## src/assert_macros.svh

```systemverilog
// Assertion macros shared by the RTL.
`ifndef ASSERT_MACROS_SVH
`define ASSERT_MACROS_SVH
`ifndef ASSERT_OFF
`define ASSERT_ALWAYS(lbl, clk, rst_n, expr) \
  lbl: assert property (@(posedge clk) disable iff (!rst_n) (expr)) \
    else $error("assertion failed");
`define ASSERT_IMPLIES(lbl, clk, rst_n, ante, cons) \
  lbl: assert property (@(posedge clk) disable iff (!rst_n) (ante) |-> (cons)) \
    else $error("assertion failed");
`else
`define ASSERT_ALWAYS(lbl, clk, rst_n, expr)
`define ASSERT_IMPLIES(lbl, clk, rst_n, ante, cons)
`endif
`endif

```

## src/rdrs_pkg.sv

```systemverilog
// Types and constants of the receive descriptor ring segmenter.
`default_nettype none
package rdrs_pkg;

  localparam int MAX_SEGS = 8;
  localparam int CMDQ_DEPTH = 2;
  localparam int CMDQ_AW = 1;

  localparam logic CMD_WRITE   = 1'b0;
  localparam logic CMD_RELEASE = 1'b1;

  typedef enum logic [2:0] {
    ST_OK       = 3'd0,
    ST_DISABLED = 3'd1,
    ST_ZERO     = 3'd2,
    ST_FULL     = 3'd3,
    ST_EMPTY    = 3'd4,
    ST_TOO_LONG = 3'd5
  } status_t;

  typedef enum logic [1:0] {
    OP_RELEASE,
    OP_WRITE,
    OP_REJECT
  } op_kind_t;

  typedef enum logic [1:0] {
    BK_IDLE,
    BK_READ,
    BK_SEG
  } back_state_t;

  typedef struct packed {
    logic        cmd;
    logic [11:0] pkt_len;
  } in_item_t;

  typedef struct packed {
    status_t     status;
    logic [5:0]  desc_index;
    logic [8:0]  seg_len;
    logic        eop;
    logic        last;
  } out_item_t;

  typedef struct packed {
    op_kind_t    kind;
    status_t     status;
    logic [11:0] pkt_len;
  } cmd_entry_t;

  typedef struct packed {
    logic       valid;
    cmd_entry_t entry;
  } cmdq_head_t;

endpackage
`default_nettype wire

```

## src/rx_descriptor_ring_segmenter.sv

```systemverilog
// Top level of the receive descriptor ring segmenter.
`default_nettype none
`include "assert_macros.svh"
// A write command (cmd 0) splits pkt_len into segments of at most SEGMENT_BYTES,
// stores each in the descriptor ring at the tail and returns one result beat per
// segment; a release command (cmd 1) frees the head slot and returns its length
// and end-of-packet mark. Refused writes, a full ring and an empty ring each end
// the command with one error beat carrying last. The front end classifies a
// command in the cycle it is taken and queues it (two entries); the back end
// dispatches a write and then stores its segments one at a time (up to eight
// segments), since the descriptor memory has a single write port; a release of a
// live slot passes through the registered memory read before its beat. Ring
// slots hold no reset value and need no clearing after reset. device_enable is
// to be written on the cfg channel only while idle; the block does not enforce it.
module rx_descriptor_ring_segmenter #(
  parameter int RING_ENTRIES     = 64,
  parameter int SEGMENT_BYTES    = 256,
  parameter int MAX_PACKET_BYTES = 2048
) (
  input  wire logic                clk,
  input  wire logic                rst_n,
  input  wire logic                cfg_valid,
  output logic                     cfg_ready,
  input  wire logic                cfg_data,
  input  wire logic                in_valid,
  output logic                     in_ready,
  input  wire rdrs_pkg::in_item_t  in_data,
  output logic                     out_valid,
  input  wire logic                out_ready,
  output rdrs_pkg::out_item_t      out_data
);

  logic                 q_full, q_push, q_pop;
  rdrs_pkg::cmd_entry_t q_entry;
  rdrs_pkg::cmdq_head_t q_head;
  logic                 ok_beat, err_beat, err_shape;

  rdrs_front #(
    .SEGMENT_BYTES   (SEGMENT_BYTES),
    .MAX_PACKET_BYTES(MAX_PACKET_BYTES)
  ) u_front (
    .clk      (clk),
    .rst_n    (rst_n),
    .cfg_valid(cfg_valid),
    .cfg_ready(cfg_ready),
    .cfg_data (cfg_data),
    .in_valid (in_valid),
    .in_ready (in_ready),
    .in_data  (in_data),
    .q_full   (q_full),
    .q_push   (q_push),
    .q_entry  (q_entry)
  );

  rdrs_cmd_fifo u_cmdq (
    .clk       (clk),
    .rst_n     (rst_n),
    .push      (q_push),
    .push_entry(q_entry),
    .full      (q_full),
    .pop       (q_pop),
    .head      (q_head)
  );

  rdrs_back #(
    .RING_ENTRIES (RING_ENTRIES),
    .SEGMENT_BYTES(SEGMENT_BYTES)
  ) u_back (
    .clk      (clk),
    .rst_n    (rst_n),
    .q_head   (q_head),
    .q_pop    (q_pop),
    .out_valid(out_valid),
    .out_ready(out_ready),
    .out_data (out_data)
  );

  // a release beat always carries last, whatever its stored eop
  assign ok_beat   = out_valid && out_data.status == rdrs_pkg::ST_OK;
  assign err_beat  = out_valid && out_data.status != rdrs_pkg::ST_OK;
  assign err_shape = out_data.last && !out_data.eop && out_data.seg_len == 9'd0;

  `ASSERT_IMPLIES(a_ok_eop_is_last, clk, rst_n, ok_beat && out_data.eop, out_data.last)
  `ASSERT_IMPLIES(a_err_beat_shape, clk, rst_n, err_beat, err_shape)
  `ASSERT_IMPLIES(a_no_push_when_full, clk, rst_n, q_full, !q_push)
  `ASSERT_IMPLIES(a_pop_needs_entry, clk, rst_n, q_pop, q_head.valid)

endmodule
`default_nettype wire

```

## src/rdrs_front.sv

```systemverilog
// Front end: device enable register and command classification.
`default_nettype none
module rdrs_front #(
  parameter int SEGMENT_BYTES    = 256,
  parameter int MAX_PACKET_BYTES = 2048
) (
  input  wire logic               clk,
  input  wire logic               rst_n,
  input  wire logic               cfg_valid,
  output logic                    cfg_ready,
  input  wire logic               cfg_data,
  input  wire logic               in_valid,
  output logic                    in_ready,
  input  wire rdrs_pkg::in_item_t in_data,
  input  wire logic               q_full,
  output logic                    q_push,
  output rdrs_pkg::cmd_entry_t    q_entry
);

  localparam logic [17:0] MAX_LEN = 18'(MAX_PACKET_BYTES);
  localparam logic [17:0] SEG_CAP = 18'(rdrs_pkg::MAX_SEGS * SEGMENT_BYTES);

  logic        device_enable_r;
  logic [17:0] len_w;

  always_ff @(posedge clk) begin
    if (!rst_n) begin
      device_enable_r <= 1'b0;
    end else if (cfg_valid) begin
      device_enable_r <= cfg_data;
    end
  end

  assign cfg_ready = 1'b1;
  assign in_ready  = !q_full;
  assign q_push    = in_valid && !q_full;
  assign len_w     = {6'b0, in_data.pkt_len};

  always_comb begin
    q_entry.pkt_len = in_data.pkt_len;
    q_entry.kind    = rdrs_pkg::OP_REJECT;
    q_entry.status  = rdrs_pkg::ST_OK;
    if (in_data.cmd == rdrs_pkg::CMD_RELEASE) begin
      q_entry.kind = rdrs_pkg::OP_RELEASE;
    end else if (!device_enable_r) begin
      q_entry.status = rdrs_pkg::ST_DISABLED;
    end else if (in_data.pkt_len == '0) begin
      q_entry.status = rdrs_pkg::ST_ZERO;
    end else if (len_w > MAX_LEN || len_w > SEG_CAP) begin
      // more than eight segments is refused like an oversize packet
      q_entry.status = rdrs_pkg::ST_TOO_LONG;
    end else begin
      q_entry.kind = rdrs_pkg::OP_WRITE;
    end
  end

endmodule
`default_nettype wire

```

## src/rdrs_cmd_fifo.sv

```systemverilog
// Two-entry command queue between front and back end.
`default_nettype none
module rdrs_cmd_fifo (
  input  wire logic                 clk,
  input  wire logic                 rst_n,
  input  wire logic                 push,
  input  wire rdrs_pkg::cmd_entry_t push_entry,
  output logic                      full,
  input  wire logic                 pop,
  output rdrs_pkg::cmdq_head_t      head
);

  localparam int CW = rdrs_pkg::CMDQ_AW + 1;

  rdrs_pkg::cmd_entry_t            slots_r [rdrs_pkg::CMDQ_DEPTH];
  logic [rdrs_pkg::CMDQ_AW-1:0]    wr_ptr_r, rd_ptr_r;
  logic [CW-1:0]                   count_r, count_nxt;
  logic                            do_pop;

  assign full       = count_r == CW'(rdrs_pkg::CMDQ_DEPTH);
  assign head.valid = count_r != '0;
  assign head.entry = slots_r[rd_ptr_r];
  assign do_pop     = pop && head.valid;

  always_comb begin
    count_nxt = count_r;
    if (push && !do_pop) begin
      count_nxt = count_r + 1'b1;
    end else if (!push && do_pop) begin
      count_nxt = count_r - 1'b1;
    end
  end

  always_ff @(posedge clk) begin
    if (!rst_n) begin
      wr_ptr_r <= '0;
      rd_ptr_r <= '0;
      count_r  <= '0;
    end else begin
      count_r <= count_nxt;
      if (push) begin
        wr_ptr_r <= wr_ptr_r + 1'b1;
      end
      if (do_pop) begin
        rd_ptr_r <= rd_ptr_r + 1'b1;
      end
    end
  end

  always_ff @(posedge clk) begin
    if (push) begin
      slots_r[wr_ptr_r] <= push_entry;
    end
  end

endmodule
`default_nettype wire

```

## src/rdrs_back.sv

```systemverilog
// Back end: ring pointers, descriptor memory, segment sequencer, result register.
`default_nettype none
module rdrs_back #(
  parameter int RING_ENTRIES  = 64,
  parameter int SEGMENT_BYTES = 256
) (
  input  wire logic                 clk,
  input  wire logic                 rst_n,
  input  wire rdrs_pkg::cmdq_head_t q_head,
  output logic                      q_pop,
  output logic                      out_valid,
  input  wire logic                 out_ready,
  output rdrs_pkg::out_item_t       out_data
);

  localparam int IDX_W = $clog2(RING_ENTRIES);

  rdrs_pkg::back_state_t state_r, state_nxt;
  rdrs_pkg::out_item_t   out_r, out_nxt;
  logic                  out_valid_r;

  logic [IDX_W-1:0]  head_r, tail_r, tail_next, head_next;
  logic [IDX_W+5:0]  head_wide, tail_wide;
  logic [5:0]        head6, tail6;
  logic [11:0]       rem_r, seg_w;
  logic              rem_big, ring_full, ring_empty, can_load;
  logic              load, mem_we, mem_re, head_inc, tail_inc;
  logic [9:0]        mem [RING_ENTRIES];
  logic [9:0]        rd_r;

  assign tail_next  = (tail_r == IDX_W'(RING_ENTRIES - 1)) ? '0 : tail_r + 1'b1;
  assign head_next  = (head_r == IDX_W'(RING_ENTRIES - 1)) ? '0 : head_r + 1'b1;
  assign ring_full  = tail_next == head_r;
  assign ring_empty = head_r == tail_r;
  assign head_wide  = {6'b0, head_r};
  assign tail_wide  = {6'b0, tail_r};
  assign head6      = head_wide[5:0];
  assign tail6      = tail_wide[5:0];
  assign can_load   = !out_valid_r || out_ready;

  // rem_big: more than one segment's worth remains, so this segment is not the last
  assign rem_big = {6'b0, rem_r} > 18'(SEGMENT_BYTES);
  assign seg_w   = rem_big ? 12'(SEGMENT_BYTES) : rem_r;

  // next state
  always_comb begin
    state_nxt = state_r;
    case (state_r)
      rdrs_pkg::BK_IDLE: begin
        if (q_head.valid) begin
          if (q_head.entry.kind == rdrs_pkg::OP_WRITE) begin
            state_nxt = rdrs_pkg::BK_SEG;
          end else if (q_head.entry.kind == rdrs_pkg::OP_RELEASE && !ring_empty) begin
            state_nxt = rdrs_pkg::BK_READ;
          end
        end
      end
      rdrs_pkg::BK_READ: begin
        if (can_load) begin
          state_nxt = rdrs_pkg::BK_IDLE;
        end
      end
      rdrs_pkg::BK_SEG: begin
        if (can_load && (ring_full || !rem_big)) begin
          state_nxt = rdrs_pkg::BK_IDLE;
        end
      end
      default: state_nxt = rdrs_pkg::BK_IDLE;
    endcase
  end

  // outputs
  always_comb begin
    q_pop    = 1'b0;
    load     = 1'b0;
    mem_we   = 1'b0;
    mem_re   = 1'b0;
    head_inc = 1'b0;
    tail_inc = 1'b0;
    out_nxt  = out_r;
    case (state_r)
      rdrs_pkg::BK_IDLE: begin
        if (q_head.valid) begin
          case (q_head.entry.kind)
            rdrs_pkg::OP_WRITE: begin
              q_pop = 1'b1;
            end
            rdrs_pkg::OP_RELEASE: begin
              if (!ring_empty) begin
                q_pop  = 1'b1;
                mem_re = 1'b1;
              end else if (can_load) begin
                q_pop   = 1'b1;
                load    = 1'b1;
                out_nxt = '{rdrs_pkg::ST_EMPTY, head6, 9'd0, 1'b0, 1'b1};
              end
            end
            rdrs_pkg::OP_REJECT: begin
              if (can_load) begin
                q_pop   = 1'b1;
                load    = 1'b1;
                out_nxt = '{q_head.entry.status, tail6, 9'd0, 1'b0, 1'b1};
              end
            end
            default: begin
              q_pop = 1'b1;
            end
          endcase
        end
      end
      rdrs_pkg::BK_READ: begin
        if (can_load) begin
          load     = 1'b1;
          head_inc = 1'b1;
          out_nxt  = '{rdrs_pkg::ST_OK, head6, rd_r[8:0], rd_r[9], 1'b1};
        end
      end
      rdrs_pkg::BK_SEG: begin
        if (can_load) begin
          load = 1'b1;
          if (ring_full) begin
            out_nxt = '{rdrs_pkg::ST_FULL, tail6, 9'd0, 1'b0, 1'b1};
          end else begin
            mem_we   = 1'b1;
            tail_inc = 1'b1;
            out_nxt  = '{rdrs_pkg::ST_OK, tail6, seg_w[8:0], !rem_big, !rem_big};
          end
        end
      end
      default: ;
    endcase
  end

  always_ff @(posedge clk) begin
    if (!rst_n) begin
      state_r     <= rdrs_pkg::BK_IDLE;
      out_valid_r <= 1'b0;
      head_r      <= '0;
      tail_r      <= '0;
    end else begin
      state_r <= state_nxt;
      if (load) begin
        out_valid_r <= 1'b1;
      end else if (out_ready) begin
        out_valid_r <= 1'b0;
      end
      if (head_inc) begin
        head_r <= head_next;
      end
      if (tail_inc) begin
        tail_r <= tail_next;
      end
    end
  end

  always_ff @(posedge clk) begin
    if (load) begin
      out_r <= out_nxt;
    end
    if (q_pop && q_head.entry.kind == rdrs_pkg::OP_WRITE) begin
      rem_r <= q_head.entry.pkt_len;
    end else if (tail_inc) begin
      rem_r <= rem_r - seg_w;
    end
  end

  always_ff @(posedge clk) begin
    if (mem_we) begin
      mem[tail_r] <= {!rem_big, seg_w[8:0]};
    end
    if (mem_re) begin
      rd_r <= mem[head_r];
    end
  end

  assign out_valid = out_valid_r;
  assign out_data  = out_r;

endmodule
`default_nettype wire

```

## config.mk

```make
export PLATFORM = sky130hd
export DESIGN_NAME = rx_descriptor_ring_segmenter
export DESIGN_NICKNAME = d
export VERILOG_FILES = /design/src/rdrs_pkg.sv /design/src/rx_descriptor_ring_segmenter.sv /design/src/rdrs_front.sv /design/src/rdrs_cmd_fifo.sv /design/src/rdrs_back.sv
export VERILOG_INCLUDE_DIRS = /design/src /design/src/src
export SDC_FILE = /design/constraint.sdc
export NUM_CORES = 1
export LEC_CHECK = 0
export BUFFER_PORTS_ARGS = -buffer_cell sky130_fd_sc_hd__buf_2
export CAP_MARGIN = 10
export CELL_PAD_IN_SITES_DETAIL_PLACEMENT = 0
export CELL_PAD_IN_SITES_GLOBAL_PLACEMENT = 2
export CORE_MARGIN = 2
export CORE_UTILIZATION = 56
export CTS_BUF_LIST = sky130_fd_sc_hd__clkbuf_2 sky130_fd_sc_hd__clkbuf_4 sky130_fd_sc_hd__clkbuf_8
export DETAILED_ROUTE_END_ITERATION = 16
export PLACE_DENSITY_LB_ADDON = 0.1
export SLEW_MARGIN = 20
export SYNTH_ARGS = -nofsm -noshare
export SYNTH_HDL_FRONTEND = slang
export SYNTH_HIERARCHICAL = 1
export SYNTH_SLANG_ARGS = --single-unit
```

## constraint.sdc

```tcl
create_clock -name clk -period 9.1 [get_ports clk]
set_clock_uncertainty 0.15 [all_clocks]
set_input_delay 0.455 -clock clk [delete_from_list [all_inputs] [get_ports clk]]
set_output_delay 0.455 -clock clk [all_outputs]
set_load 0.005 [all_outputs]
```

==> run_summary.xml <==
<?xml version="1.0" encoding="UTF-8"?>
<metrics>
  <group name="global_routing">
    <metric name="antenna_found_initial" unit="">2</metric>
    <metric name="grt_first_pass_wirelength" unit="um">95500</metric>
    <metric name="global_route.usage.met1" unit="%">35.3</metric>
    <metric name="gr-total-overflow" unit="">0</metric>
    <metric name="use_met3" unit="%">4.50</metric>
    <metric name="grt_start_max_net_pins" unit="">65</metric>
    <metric name="groute.layer.met2.usage" unit="%">39.0</metric>
    <metric name="first_global_vias" unit="">14500</metric>
    <metric name="grt.busiest_layer" unit="">met2</metric>
    <metric name="globalRouteTotalUtil" unit="%">24.6</metric>
  </group>
  <group name="sta">
    <metric name="fin_crit_sh" unit="%">55.4</metric>
    <metric name="drv_slew" unit="">0</metric>
    <metric name="relSlewSlack" unit="%">26.7</metric>
    <metric name="report.final.hold_viol_count" unit="">0</metric>
    <metric name="fin_crit" unit="ps">5050</metric>
    <metric name="achievable-frequency" unit="GHz">0.198</metric>
    <metric name="transition_time_at_the_pin_with_the_least_slew_margin" unit="ps">1100</metric>
    <metric name="setup_total_negative_slack" unit="ps">0</metric>
    <metric name="grt_setup_unrepaired" unit="">false</metric>
    <metric name="timing.final.setup_violations" unit="">0</metric>
  </group>
  <group name="cts">
    <metric name="source_to_sink_clock_delay_at_the_later_pin_of_the_worst_skew_pair" unit="ps">720</metric>
    <metric name="clk_pin_slew_worst_paths" unit="ps">70</metric>
    <metric name="cts.repair.resized" unit="">0</metric>
    <metric name="tritoncts_buffers" unit="">114</metric>
    <metric name="clkSinkCount" unit="">737</metric>
    <metric name="clk_root_buffer_cell" unit="">sky130_fd_sc_hd__clkbuf_8</metric>
    <metric name="htree_levels" unit="">3</metric>
    <metric name="longest_clk_path_bufs" unit="">3</metric>
    <metric name="tritoncts" unit="">yes</metric>
  </group>
  <group name="critical_path">
    <metric name="timing.critical_path.cells" unit="">nand3_1, or4_1, o211ai_1, nor4b_2, a21oi_2, nand4b_1, nor2_1</metric>
    <metric name="worstSetupStartpointType" unit="">register</metric>
    <metric name="worst_setup_path_end_kind" unit="">register</metric>
    <metric name="critical_path_class" unit="">reg -&gt; reg</metric>
    <metric name="cpMaxStageDelayCell" unit="">sky130_fd_sc_hd__nor2_1</metric>
    <metric name="crit_path_max_incr_delay" unit="ps">1110</metric>
    <metric name="worst-endpoint-required" unit="ps">9270</metric>
    <metric name="cp_max_fo" unit="">14</metric>
    <metric name="timing.critical_path.arrival" unit="ps">5210</metric>
  </group>
  <group name="detailed_routing">
    <metric name="postRouteAntennaNets" unit="">0</metric>
    <metric name="initialDrtViolationCount" unit="">1471</metric>
    <metric name="postRouteWirelength" unit="um">63800</metric>
    <metric name="wire_per_inst" unit="um">27.6</metric>
    <metric name="vias" unit="">14200</metric>
    <metric name="detail_route.vias_per_cell" unit="">6.16</metric>
    <metric name="detailedRoute.firstPassIterationCount" unit="">7</metric>
    <metric name="residual_drc" unit="">0</metric>
  </group>
  <group name="die">
    <metric name="start_util" unit="%">56.9</metric>
    <metric name="dieWidth" unit="um">233</metric>
    <metric name="design.die.area" unit="mm^2">0.0543</metric>
    <metric name="chipHeight" unit="um">233</metric>
    <metric name="std_cell_rows" unit="">83</metric>
    <metric name="io-pin-count" unit="">42</metric>
    <metric name="design.core.area" unit="mm^2">0.0516</metric>
  </group>
  <group name="yosys">
    <metric name="synth_cells" unit="">1426</metric>
    <metric name="post_synth_instance_area" unit="mm^2">0.0294</metric>
    <metric name="dominantRegCellSynth" unit="">sky130_fd_sc_hd__edfxtp_1</metric>
    <metric name="synthesis.nets" unit="">1453</metric>
    <metric name="synth_cell_type_count" unit="">67</metric>
    <metric name="avgSynthCellArea" unit="um^2">20.6</metric>
    <metric name="yosysSeqAreaShare" unit="%">74.6</metric>
    <metric name="yosys_register_bits" unit="">737</metric>
    <metric name="warnings_synthesis" unit="">6</metric>
    <metric name="asyncSetResetFlopFracSynth" unit="%">0</metric>
    <metric name="synth-edff-count" unit="">716</metric>
  </group>
  <group name="final_layout">
    <metric name="final_util" unit="%">63.1</metric>
    <metric name="postLayoutCellArea" unit="mm^2">0.0326</metric>
    <metric name="area_growth" unit="%">10.9</metric>
    <metric name="fraction_of_final_layout_cells_with_drive_strength_greater_than_1" unit="%">30.5</metric>
    <metric name="final_nets" unit="">1562</metric>
  </group>
  <group name="power">
    <metric name="leakage" unit="uW">0.0107</metric>
    <metric name="power_density" unit="mW/mm^2">233</metric>
    <metric name="power.ir.vdd_worst" unit="V">0.000132</metric>
  </group>
  <group name="place">
    <metric name="port_buffers" unit="">40</metric>
    <metric name="dp_wirelength" unit="um">38200</metric>
    <metric name="finalWeightedCongestion" unit="">0.812</metric>
    <metric name="place_area" unit="mm^2">0.0302</metric>
  </group>
  <group name="min_path">
    <metric name="hold_path_class" unit="">in -&gt; reg</metric>
  </group>
  <group name="outcome">
    <metric name="run_status" unit="">finished clean</metric>
  </group>
  <group name="flow_run">
    <metric name="number_of_violations_of_the_max_capacitance_limit" unit="">0</metric>
  </group>
</metrics>
registers in the layout (all words and copies together) (netlist names), 2 cells and up, named ones only:
name	cells
u_back/mem	640
u_cmdq/slots_r	34
u_back/out_data	20
u_back/rem_r	12
u_back/rd_r	10
u_back/head6	6
u_back/tail6	6
u_back/state_r	2
u_cmdq/count_r	2
path summary, 6_finish.rpt:
path                                        start           endpoint  slack (ps)  depth (start not counted)
worst max-delay path              u_back/tail6[3]  u_back/mem[53][4]        4050                          7
worst min-delay path                     in_valid    u_cmdq/wr_ptr_r         100                          4
worst max register to register    u_back/tail6[3]  u_back/mem[53][4]        4050                          7
worst min register to register  u_back/state_r[0]  u_back/state_r[0]         360                          2
report_power, final:
group | leakage, uW | total (uW) | internal [uW] | switching (uW)
clock | 0.00117 | 2630 | 1390 | 1240
sequential | 0.00725 | 4000 | 3900 | 105
combinational | 0.00224 | 969 | 433 | 536
total | 0.0107 | 7600 | 5720 | 1880
placed cells by master, fill, tap and decap left out, types with 3 or more instances in the layout:
cell                              n
sky130_fd_sc_hd__edfxtp_1       716
sky130_fd_sc_hd__mux4_2         202
sky130_fd_sc_hd__clkbuf_8       121
sky130_fd_sc_hd__nor2_1          90
sky130_fd_sc_hd__buf_2           40
sky130_fd_sc_hd__nand2_1         40
sky130_fd_sc_hd__clkbuf_4        39
sky130_fd_sc_hd__clkinv_1        32
sky130_fd_sc_hd__a21oi_1         23
sky130_fd_sc_hd__buf_4           23
sky130_fd_sc_hd__dlygate4sd3_1   18
sky130_fd_sc_hd__o21ai_0         18
sky130_fd_sc_hd__nor2b_1         18
sky130_fd_sc_hd__clkinv_2        17
sky130_fd_sc_hd__mux2_2          17
sky130_fd_sc_hd__a22o_1          16
sky130_fd_sc_hd__dfxtp_1         16
sky130_fd_sc_hd__nand3_1         15
sky130_fd_sc_hd__mux2i_1         12
sky130_fd_sc_hd__inv_1           10
sky130_fd_sc_hd__or3_1            9
sky130_fd_sc_hd__a211oi_1         9
sky130_fd_sc_hd__xor2_1           8
sky130_fd_sc_hd__xnor2_1          8
sky130_fd_sc_hd__ha_1             8
sky130_fd_sc_hd__and2_1           7
sky130_fd_sc_hd__nor3_1           7
sky130_fd_sc_hd__and3_2           5
sky130_fd_sc_hd__nand2b_1         5
sky130_fd_sc_hd__a31oi_1          5
sky130_fd_sc_hd__nor2_2           5
sky130_fd_sc_hd__or4_1            4
sky130_fd_sc_hd__o211ai_1         3
sky130_fd_sc_hd__and2_2           3
sky130_fd_sc_hd__or2_2            3
sky130_fd_sc_hd__dfxtp_4          3
layer usage:
| metal | vias up | part of all wire, % |
|---|---|---|
| met5 | - | 0 |
| met3 | 97 | 6.4 |
| met2 | 506 | 49 |
| met1 | 7523 | 43 |
| li1 | 6120 | - |
| met4 | 0 | 2.2 |
final cells by class:
cell class	count	area [um^2]
repair buffers	81	553
clock buffers	160	1960
diodes	1	2.50
multi-input cells	589	7000
clock inverters	52	240
flip-flops and latches	737	21900
inverters	12	46.3
well taps	680	851
fillers	3564	19000
what timing repair did:
item	in CTS	in global routing
hold endpoints to repair	42	0
hold buffers	18	0
setup buffers	0	0
synthesized netlist by cell type, drive strengths merged, types with 7 or more instances:
library cell | instances | share of area (%)
mux4 | 202 | 15
nand2 | 41 | 0.55
mux2 | 17 | 0.65
o21ai | 19 | 0.32
mux2i | 12 | 0.41
ha | 8 | 0.34
buf | 60 | 1.2
and3 | 7 | 0.17
a22o | 16 | 0.48
nor3 | 8 | 0.14
clkbuf | 28 | 0.36
inv | 11 | 0.14
nand3 | 15 | 0.26
xor2 | 8 | 0.24
xnor2 | 8 | 0.24
edfxtp | 716 | 73
or3 | 10 | 0.23
a211oi | 9 | 0.23
and2 | 10 | 0.21
nor2b | 18 | 0.38
dfxtp | 21 | 1.4
nor2 | 95 | 1.2
a21oi | 24 | 0.42
stage by stage:
step / power, uW / hold slack (ps) / std cells / worst slack (ps)
5_1_grt: 7920 / 82.1 / 2312 / 3740
6_report: 7600 / 102 / 2312 / 4050
3_5_place_dp: 5050 / 350 / 2081 / 4120
3_3_place_gp: 5040 / 344 / 2081 / 4210
2_1_floorplan: 4740 / 322 / 1426 / 5010
4_1_cts: 7680 / 39.0 / 2311 / 4090
worst max-delay path, delay by kind of cell (launching register included):
kind	cells	cell delay (ps)
simple gates	5	3250
flops	1	630
compound gates	2	630
logic make-up after synthesis:
family | synth area share, %
compound gates | 2.30
xor+xnor | 0.477
fa+ha+maj | 0.341
buf+inv | 1.69
flops | 74.6
mux | 16.5
other cells | 0.0256
simple gates | 4.03
Note: power is estimated with default switching activity, not from simulation.
